$ cat src/rtl/brdec_pkg.sv
`timescale 1ns / 1ps

package brdec_pkg;

   // Width of the decoded-byte field of a result word, in bytes.
   localparam int OUT_BYTES  = 4;
   // Requested repeat beat width; a beat never carries more than OUT_BYTES.
   localparam int BEAT_BYTES = 4;
   localparam int BEAT_MAX   = (BEAT_BYTES > OUT_BYTES) ? OUT_BYTES :
                               ((BEAT_BYTES < 1) ? 1 : BEAT_BYTES);

   localparam int SIZE_W  = 25;
   localparam int COUNT_W = 3;
   localparam int STAT_W  = 3;
   localparam int RUN_W   = 7;
   localparam int NREP_W  = 8;

   localparam logic [7:0] SKIP_CODE = 8'h80;

   // Decoder phases.
   localparam logic [1:0] PH_CONTROL = 2'd0;
   localparam logic [1:0] PH_LITERAL = 2'd1;
   localparam logic [1:0] PH_REPEAT  = 2'd2;
   localparam logic [1:0] PH_DISCARD = 2'd3;

   // Status codes.
   localparam logic [STAT_W-1:0] ST_RUNNING   = 3'd0;
   localparam logic [STAT_W-1:0] ST_COMPLETE  = 3'd1;
   localparam logic [STAT_W-1:0] ST_TRUNCATED = 3'd2;
   localparam logic [STAT_W-1:0] ST_EXPANDS   = 3'd3;
   localparam logic [STAT_W-1:0] ST_TRAILING  = 3'd4;

   typedef struct packed {
      logic [STAT_W-1:0]      status;
      logic [COUNT_W-1:0]     byte_count;
      logic [8*OUT_BYTES-1:0] out_bytes;
      logic                   last_result;
   } rsp_word_type;

endpackage

$ cat src/rtl/byterun1_run_length_decoder_unit.sv
`timescale 1ns / 1ps
// A control or literal byte is decoded in the accept cycle and its result word, if any,
// appears on the next cycle; a discarded byte gives no word. A repeat payload sends its emitted
// run (up to 128 bytes) as beats of up to four bytes; a run with nothing left to emit still
// sends one status word. One beat leaves per cycle while rsp_tready does not stall it.
// Throughput: one word per cycle outside repeat runs unless stalled; input waits while beats drain.
// Reset (synchronous, active high) clears the size register, the decoder phase and the run and produced-byte counters.
module byterun1_run_length_decoder_unit (
   input  logic                                    clock,
   input  logic                                    reset,
   input  logic                                    csr_wr_en,
   input  logic [brdec_pkg::SIZE_W-1:0]            csr_wr_data,
   input  logic                                    req_tvalid,
   output logic                                    req_tready,
   input  logic [7:0]                              req_tdata,  // data_byte [7:0]
   input  logic                                    req_tlast,
   output logic                                    rsp_tvalid,
   input  logic                                    rsp_tready,
   output logic [39:0]                             rsp_tdata,  // out_bytes [31:0], byte_count [34:32]
   output logic [brdec_pkg::STAT_W-1:0]            rsp_tuser,  // status [2:0]
   output logic                                    rsp_tlast
);

   localparam logic SEQ_IDLE = 1'b0;
   localparam logic SEQ_BEAT = 1'b1;

   logic                              seq_ff, seq_in;
   logic [1:0]                        phase_ff, phase_in;
   logic [brdec_pkg::RUN_W-1:0]       run_rem_ff, run_rem_in;
   logic [brdec_pkg::SIZE_W-1:0]      produced_ff, produced_in;
   logic                              ovf_ff, ovf_in;
   logic [brdec_pkg::SIZE_W-1:0]      expected_ff;
   logic [brdec_pkg::NREP_W-1:0]      nrep_ff, nrep_in;
   logic [7:0]                        rep_byte_ff, rep_byte_in;
   logic [brdec_pkg::STAT_W-1:0]      rep_st_ff, rep_st_in;
   logic                              rep_last_ff, rep_last_in;
   logic                              rsp_valid_ff, rsp_valid_in;
   brdec_pkg::rsp_word_type           rsp_ff, rsp_in;

   logic                              out_free;
   logic                              accept;
   logic [brdec_pkg::SIZE_W:0]        diff;
   logic                              reached;
   logic [brdec_pkg::SIZE_W-1:0]      room;
   logic [brdec_pkg::NREP_W-1:0]      rep_count;
   logic                              room_lt_count;
   logic                              room_le_count;
   logic                              ovf_new;
   logic [brdec_pkg::STAT_W-1:0]      acc_st;
   logic                              acc_emit;
   logic                              rearm;
   logic [brdec_pkg::COUNT_W-1:0]     beat_c;
   logic                              beat_final;
   logic [8*brdec_pkg::OUT_BYTES-1:0] beat_word;
   logic [7:0]                        neg_byte;

   assign out_free   = !rsp_valid_ff || rsp_tready;
   assign req_tready = (seq_ff == SEQ_IDLE) && out_free;
   assign accept     = req_tvalid && req_tready;

   // Subtractor for the remaining room: produced count against the expected size.
   assign diff          = {1'b0, expected_ff} - {1'b0, produced_ff};
   assign reached       = diff[brdec_pkg::SIZE_W] || (diff[brdec_pkg::SIZE_W-1:0] == '0);
   assign room          = reached ? '0 : diff[brdec_pkg::SIZE_W-1:0];
   assign rep_count     = {1'b0, run_rem_ff} + 8'd1;
   assign room_lt_count = room < brdec_pkg::SIZE_W'(rep_count);
   assign room_le_count = room <= brdec_pkg::SIZE_W'(rep_count);
   assign neg_byte      = 8'd0 - req_tdata;

   assign beat_final = nrep_ff <= brdec_pkg::NREP_W'(brdec_pkg::BEAT_MAX);
   assign beat_c     = beat_final ? nrep_ff[brdec_pkg::COUNT_W-1:0]
                                  : brdec_pkg::COUNT_W'(brdec_pkg::BEAT_MAX);

   always_comb begin
      beat_word = '0;
      for (int i = 0; i < brdec_pkg::OUT_BYTES; i++) begin
         if (brdec_pkg::COUNT_W'(i) < beat_c) begin
            beat_word[8*i +: 8] = rep_byte_ff;
         end
      end
   end

   always_comb begin
      seq_in       = seq_ff;
      phase_in     = phase_ff;
      run_rem_in   = run_rem_ff;
      produced_in  = produced_ff;
      ovf_in       = ovf_ff;
      nrep_in      = nrep_ff;
      rep_byte_in  = rep_byte_ff;
      rep_st_in    = rep_st_ff;
      rep_last_in  = rep_last_ff;
      rsp_valid_in = rsp_valid_ff && !rsp_tready;
      rsp_in       = rsp_ff;
      acc_st       = brdec_pkg::ST_RUNNING;
      acc_emit     = 1'b0;
      ovf_new      = ovf_ff;
      rearm        = 1'b0;

      case (seq_ff)
         SEQ_IDLE: begin
            if (accept) begin
               case (phase_ff)
                  brdec_pkg::PH_DISCARD: begin
                     rearm = req_tlast;
                  end
                  brdec_pkg::PH_CONTROL: begin
                     if (reached) begin
                        acc_st = brdec_pkg::ST_TRAILING;
                     end else if (req_tdata < brdec_pkg::SKIP_CODE) begin
                        run_rem_in = req_tdata[brdec_pkg::RUN_W-1:0];
                        phase_in   = brdec_pkg::PH_LITERAL;
                     end else if (req_tdata != brdec_pkg::SKIP_CODE) begin
                        run_rem_in = neg_byte[brdec_pkg::RUN_W-1:0];
                        phase_in   = brdec_pkg::PH_REPEAT;
                     end
                     if (!reached && req_tlast) begin
                        acc_st = brdec_pkg::ST_TRUNCATED;
                     end
                  end
                  brdec_pkg::PH_LITERAL: begin
                     acc_emit = !reached;
                     if (reached) begin
                        ovf_new = 1'b1;
                     end else begin
                        produced_in = produced_ff + brdec_pkg::SIZE_W'(1);
                     end
                     ovf_in = ovf_new;
                     if (run_rem_ff == '0) begin
                        phase_in = brdec_pkg::PH_CONTROL;
                        // The size is met after this byte if it was already met or
                        // this byte filled the last free place.
                        if (ovf_new) begin
                           acc_st = brdec_pkg::ST_EXPANDS;
                        end else if (diff == (brdec_pkg::SIZE_W+1)'(1)) begin
                           acc_st = req_tlast ? brdec_pkg::ST_COMPLETE
                                              : brdec_pkg::ST_TRAILING;
                        end else if (req_tlast) begin
                           acc_st = brdec_pkg::ST_TRUNCATED;
                        end
                     end else begin
                        run_rem_in = run_rem_ff - brdec_pkg::RUN_W'(1);
                        if (req_tlast) begin
                           acc_st = brdec_pkg::ST_TRUNCATED;
                        end
                     end
                  end
                  default: begin
                     // Repeat payload: size the run now, emit it beat by beat.
                     ovf_new     = ovf_ff || room_lt_count;
                     ovf_in      = ovf_new;
                     nrep_in     = room_lt_count ? room[brdec_pkg::NREP_W-1:0] : rep_count;
                     rep_byte_in = req_tdata;
                     rep_last_in = req_tlast;
                     run_rem_in  = '0;
                     phase_in    = brdec_pkg::PH_CONTROL;
                     seq_in      = SEQ_BEAT;
                     if (ovf_new) begin
                        rep_st_in = brdec_pkg::ST_EXPANDS;
                     end else if (reached || room_le_count) begin
                        rep_st_in = req_tlast ? brdec_pkg::ST_COMPLETE
                                              : brdec_pkg::ST_TRAILING;
                     end else begin
                        rep_st_in = req_tlast ? brdec_pkg::ST_TRUNCATED
                                              : brdec_pkg::ST_RUNNING;
                     end
                  end
               endcase

               if (phase_ff == brdec_pkg::PH_CONTROL || phase_ff == brdec_pkg::PH_LITERAL) begin
                  if (acc_emit || acc_st != brdec_pkg::ST_RUNNING) begin
                     rsp_valid_in           = 1'b1;
                     rsp_in.out_bytes       = acc_emit ? {24'd0, req_tdata} : '0;
                     rsp_in.byte_count      = acc_emit ? 3'd1 : 3'd0;
                     rsp_in.status          = acc_st;
                     rsp_in.last_result     = 1'b1;
                  end
                  if (acc_st != brdec_pkg::ST_RUNNING) begin
                     if (req_tlast) begin
                        rearm = 1'b1;
                     end else begin
                        phase_in = brdec_pkg::PH_DISCARD;
                     end
                  end
               end
            end
         end
         default: begin
            if (out_free) begin
               rsp_valid_in       = 1'b1;
               rsp_in.out_bytes   = beat_word;
               rsp_in.byte_count  = beat_c;
               rsp_in.status      = beat_final ? rep_st_ff : brdec_pkg::ST_RUNNING;
               rsp_in.last_result = beat_final;
               produced_in        = produced_ff + brdec_pkg::SIZE_W'(beat_c);
               nrep_in            = nrep_ff - brdec_pkg::NREP_W'(beat_c);
               if (beat_final) begin
                  seq_in = SEQ_IDLE;
                  if (rep_st_ff != brdec_pkg::ST_RUNNING) begin
                     if (rep_last_ff) begin
                        rearm = 1'b1;
                     end else begin
                        phase_in = brdec_pkg::PH_DISCARD;
                     end
                  end
               end
            end
         end
      endcase

      if (rearm) begin
         phase_in    = brdec_pkg::PH_CONTROL;
         run_rem_in  = '0;
         produced_in = '0;
         ovf_in      = 1'b0;
      end
   end

   always_ff @(posedge clock) begin
      if (reset) begin
         seq_ff       <= SEQ_IDLE;
         phase_ff     <= brdec_pkg::PH_CONTROL;
         run_rem_ff   <= '0;
         produced_ff  <= '0;
         ovf_ff       <= 1'b0;
         expected_ff  <= '0;
         rsp_valid_ff <= 1'b0;
      end else begin
         seq_ff       <= seq_in;
         phase_ff     <= phase_in;
         run_rem_ff   <= run_rem_in;
         produced_ff  <= produced_in;
         ovf_ff       <= ovf_in;
         rsp_valid_ff <= rsp_valid_in;
         if (csr_wr_en) begin
            expected_ff <= csr_wr_data;
         end
      end
   end

   always_ff @(posedge clock) begin
      nrep_ff     <= nrep_in;
      rep_byte_ff <= rep_byte_in;
      rep_st_ff   <= rep_st_in;
      rep_last_ff <= rep_last_in;
      rsp_ff      <= rsp_in;
   end

   assign rsp_tvalid = rsp_valid_ff;
   assign rsp_tdata  = {5'd0, rsp_ff.byte_count, rsp_ff.out_bytes};
   assign rsp_tuser  = rsp_ff.status;
   assign rsp_tlast  = rsp_ff.last_result;

endmodule
$ cat config.mk
export PLATFORM = sky130hd
export DESIGN_NAME = byterun1_run_length_decoder_unit
export DESIGN_NICKNAME = d
export VERILOG_FILES = /design/src/rtl/brdec_pkg.sv /design/src/rtl/byterun1_run_length_decoder_unit.sv
export SDC_FILE = /design/constraint.sdc
export NUM_CORES = 1
export LEC_CHECK = 0
export BUFFER_PORTS_ARGS = -buffer_cell sky130_fd_sc_hd__buf_2
export CAP_MARGIN = 20
export CELL_PAD_IN_SITES_DETAIL_PLACEMENT = 0
export CELL_PAD_IN_SITES_GLOBAL_PLACEMENT = 2
export CORE_UTILIZATION = 33
export CTS_CLUSTER_DIAMETER = 60
export DETAILED_ROUTE_END_ITERATION = 16
export HOLD_SLACK_MARGIN = 0.08
export PLACE_DENSITY_LB_ADDON = 0.1
export SYNTH_ARGS = -nofsm -noshare
export SYNTH_HDL_FRONTEND = slang
export SYNTH_SLANG_ARGS = --single-unit
$ cat constraint.sdc
create_clock -name clock -period 5.9 [get_ports clock]
set_input_delay 0 -clock clock [delete_from_list [all_inputs] [get_ports clock]]
set_output_delay 0 -clock clock [all_outputs]
set_load 0.05 [all_outputs]
==> results.sh <==
export IMPL_outcome="completed"
export IMPL_port_buffers=79
export IMPL_hold_viol=0
export IMPL_antenna_cells=0
export IMPL_die_y_um=157.0
export IMPL_grt_max_degree=40
export IMPL_syn_to_final_growth_pct=22.09
export IMPL_syn_cell_area_um2=7924
export IMPL_dr_pass1_iters=5
export IMPL_clk_pin_slew_worst_paths_ps=60
export IMPL_dr_total_vias=7022
export IMPL_gp_congestion=0.8411
export IMPL_finalClockSkew_ps=13.47
export IMPL_critPathMostFrequentCell="o21a_1"
export IMPL_dp_hpwl_mm=18.40
export IMPL_htree_num_levels=4
export IMPL_synthFlopType="dfxtp_1"
export IMPL_slew_headroom_pct=29.28
export IMPL_die_x_um=157.0
export IMPL_grt_usage_pct=20.12
export IMPL_dp_slack_ps=320.7
export IMPL_critPathMaxStageDelay_ps=420
export IMPL_ant_nets=0
export IMPL_drive_above_1_share_pct=15.43
export IMPL_grt_pass1_vias=6779
export IMPL_maxSlewViolCount=0
export IMPL_grt_pass1_wl_mm=37.78
export IMPL_fin_crit_ps=5504
export IMPL_wl_per_cell_um=17.99
export IMPL_cp_cell_sequence="ha_1, inv_1, fa_1, a21o_1, a221oi_4, o221ai_2, or3_1, a2111oi_2, nand4_1, nor4_4, nor3_1, ha_1, nor2b_1, o21a_1, o21a_1, o21a_1, o21a_1, o21a_1, o21ai_0, o211a_1, buf_4, mux2_2, o21ai_0"
export IMPL_synth_cells=899
export IMPL_core_um2=23540
export IMPL_slowest_stage="fa_1"
export IMPL_crit_type="flop to flop"
export IMPL_finalSetupViolations=0
export IMPL_cp_start_kind="flop"
export IMPL_root_buffer="clkbuf_16"
export IMPL_ios=85
export IMPL_layout_cells_most_common="nand2_1"
export IMPL_routed_wirelength_mm=24.17
export IMPL_power_density_nw_per_um2=345.9
export IMPL_clkSinkCount=121
export IMPL_row_count=56
export IMPL_fmax_mhz=181.7
export IMPL_synth_edf_count=59
export IMPL_final_cell_mix="nand2_1, buf_2, nor2_1"
export IMPL_cts_buffer_depth=2
export IMPL_cts_buffers=17
export IMPL_fillers=2433
export IMPL_critPathTopFamily="compound AO/OA/AOI/OAI gates"
export IMPL_min_path_type="input port to flop"
export IMPL_avgSynthCellArea_um2=8.814
export IMPL_start_util_pct=33.66
export IMPL_insertion_delay_ps=420
export IMPL_cap_violations=0
export IMPL_whs_ps=116.5
export IMPL_setup_ws_ps=396.3
export IMPL_leakage_nw=3.824
export IMPL_tightest_slew_ps=1061
export IMPL_grt_overflow=0
export IMPL_tns_ps=0
export IMPL_seq_area_frac_synth_pct=38.02
export IMPL_drc=0
export IMPL_path_buf_inv=2
export IMPL_arrival_ps=5770
export IMPL_ys_seq_elements=121
export IMPL_irDropWorstVdd_uv=189.0
export IMPL_critical_path_required_ps=6170
export IMPL_critPathCaptureType="flop"
export IMPL_yosysUniqueCellTypes=80
export IMPL_antenna_found_initial=0
export IMPL_fin_nets=1098
export IMPL_dr_first_iter_drc_count=337
export IMPL_synthArstFlopShare_pct=0
export IMPL_routed_via_density=5.229
export IMPL_cp_max_fo=5
export IMPL_period_share_pct=93.28
export IMPL_ys_warn_count=0
export IMPL_tritoncts="built"
export IMPL_dieArea_um2=24630
cell families (layout without fill, tap and decap cells):
kind of cell             after synthesis  after routing  share of synthesized area [%]
XOR/XNOR                              20             20                          2.211
adder cells (fa/ha/maj)               47             47                          7.611
other                                  2              6                        0.09478
AO/OA/AOI/OAI                        238            238                          20.80
buffers and inverters                102            223                          5.606
AND/OR/NAND/NOR                      332            332                          20.97
flip-flops                           121            121                          38.02
multiplexers                          37             37                          4.690
Yosys cell counts (6+ instances only):
cell,instances,area [um^2]
xnor2_1,10,87.58
buf_4,7,52.55
o21a_1,13,97.59
inv_1,53,198.9
and2_1,24,150.1
a31oi_1,6,37.54
xor2_1,10,87.58
dfxtp_1,62,1241
nand2_1,80,300.3
a21oi_1,64,320.3
o21ai_0,40,200.2
o31ai_1,10,75.07
edfxtp_1,59,1772
o31a_1,6,52.55
nor2_1,78,292.8
o21ai_1,15,75.07
and3_1,9,56.30
ha_1,45,563.0
nand2b_1,9,56.30
a32o_1,9,90.09
mux2i_1,36,360.4
nor2b_1,13,81.33
nand4_1,22,137.6
nor3_1,24,120.1
or3_1,7,43.79
clkbuf_1,32,120.1
a21o_1,14,105.1
nor4_1,15,93.84
nand3_1,30,150.1
routing by layer:
metal	part of all wire (%)	up-vias	global-route usage [%]
li1	-	3536	-
met1	45	3321	25.45
met2	50	135	35.20
met3	2.9	30	3.001
met4	1.8	0	5.882
met5	0	-	0
per-stage QoR:
step	instance area, um^2	util [%]	cells	total power [mW]
after global placement	8703	36.97	1275	2.275
after global routing	9674	41.09	1343	3.513
after floorplan	7939	-	903	1.960
final	9674	41.09	1343	3.346
after CTS	9653	41.00	1342	3.372
after detailed placement	8703	36.97	1275	2.267
worst paths after layout:
path | startpoint | to | slack [ps] | cells after the start
worst max-delay path | produced_ff[0] | nrep_ff[4] | 400 | 23
worst min-delay path | reset | expected_ff[8] | 120 | 2
worst max register to register | produced_ff[0] | nrep_ff[4] | 400 | 23
worst min register to register | produced_ff[10] | produced_ff[10] | 470 | 2
cell type report:
type,count,area (um^2),share of cell area [%]
timing repair buffer,139,939.7,9.713
multi-input combinational,680,4534,46.87
clock inverter,14,163.9,1.694
clock buffer,17,425.4,4.397
tap,319,399.1,4.126
inverter,53,198.9,2.056
sequential,121,3013,31.14
report_power, final:
group | leakage (nW) | switching, mW | internal (mW)
Sequential | 1.07 | 0.0629 | 1.02
Combinational | 2.47 | 0.803 | 0.385
Clock | 0.280 | 0.442 | 0.632
sequential cells by signal, indices dropped and copies added (netlist names), 2 cells and up:
name,count
rep_byte_ff,8
rsp_tuser,3
nrep_ff,8
rsp_tdata,35
produced_ff,25
phase_ff,2
run_rem_ff,7
rep_st_ff,3
expected_ff,25
what timing repair did:
action	CTS	global route
endpoints found under the hold margin	46	0
gates resized for setup	0	3
hold buffers	36	0
endpoints found under the setup margin	0	5
buffers inserted	0	1
No activity file was read; power rests on OpenSTA's default activity.
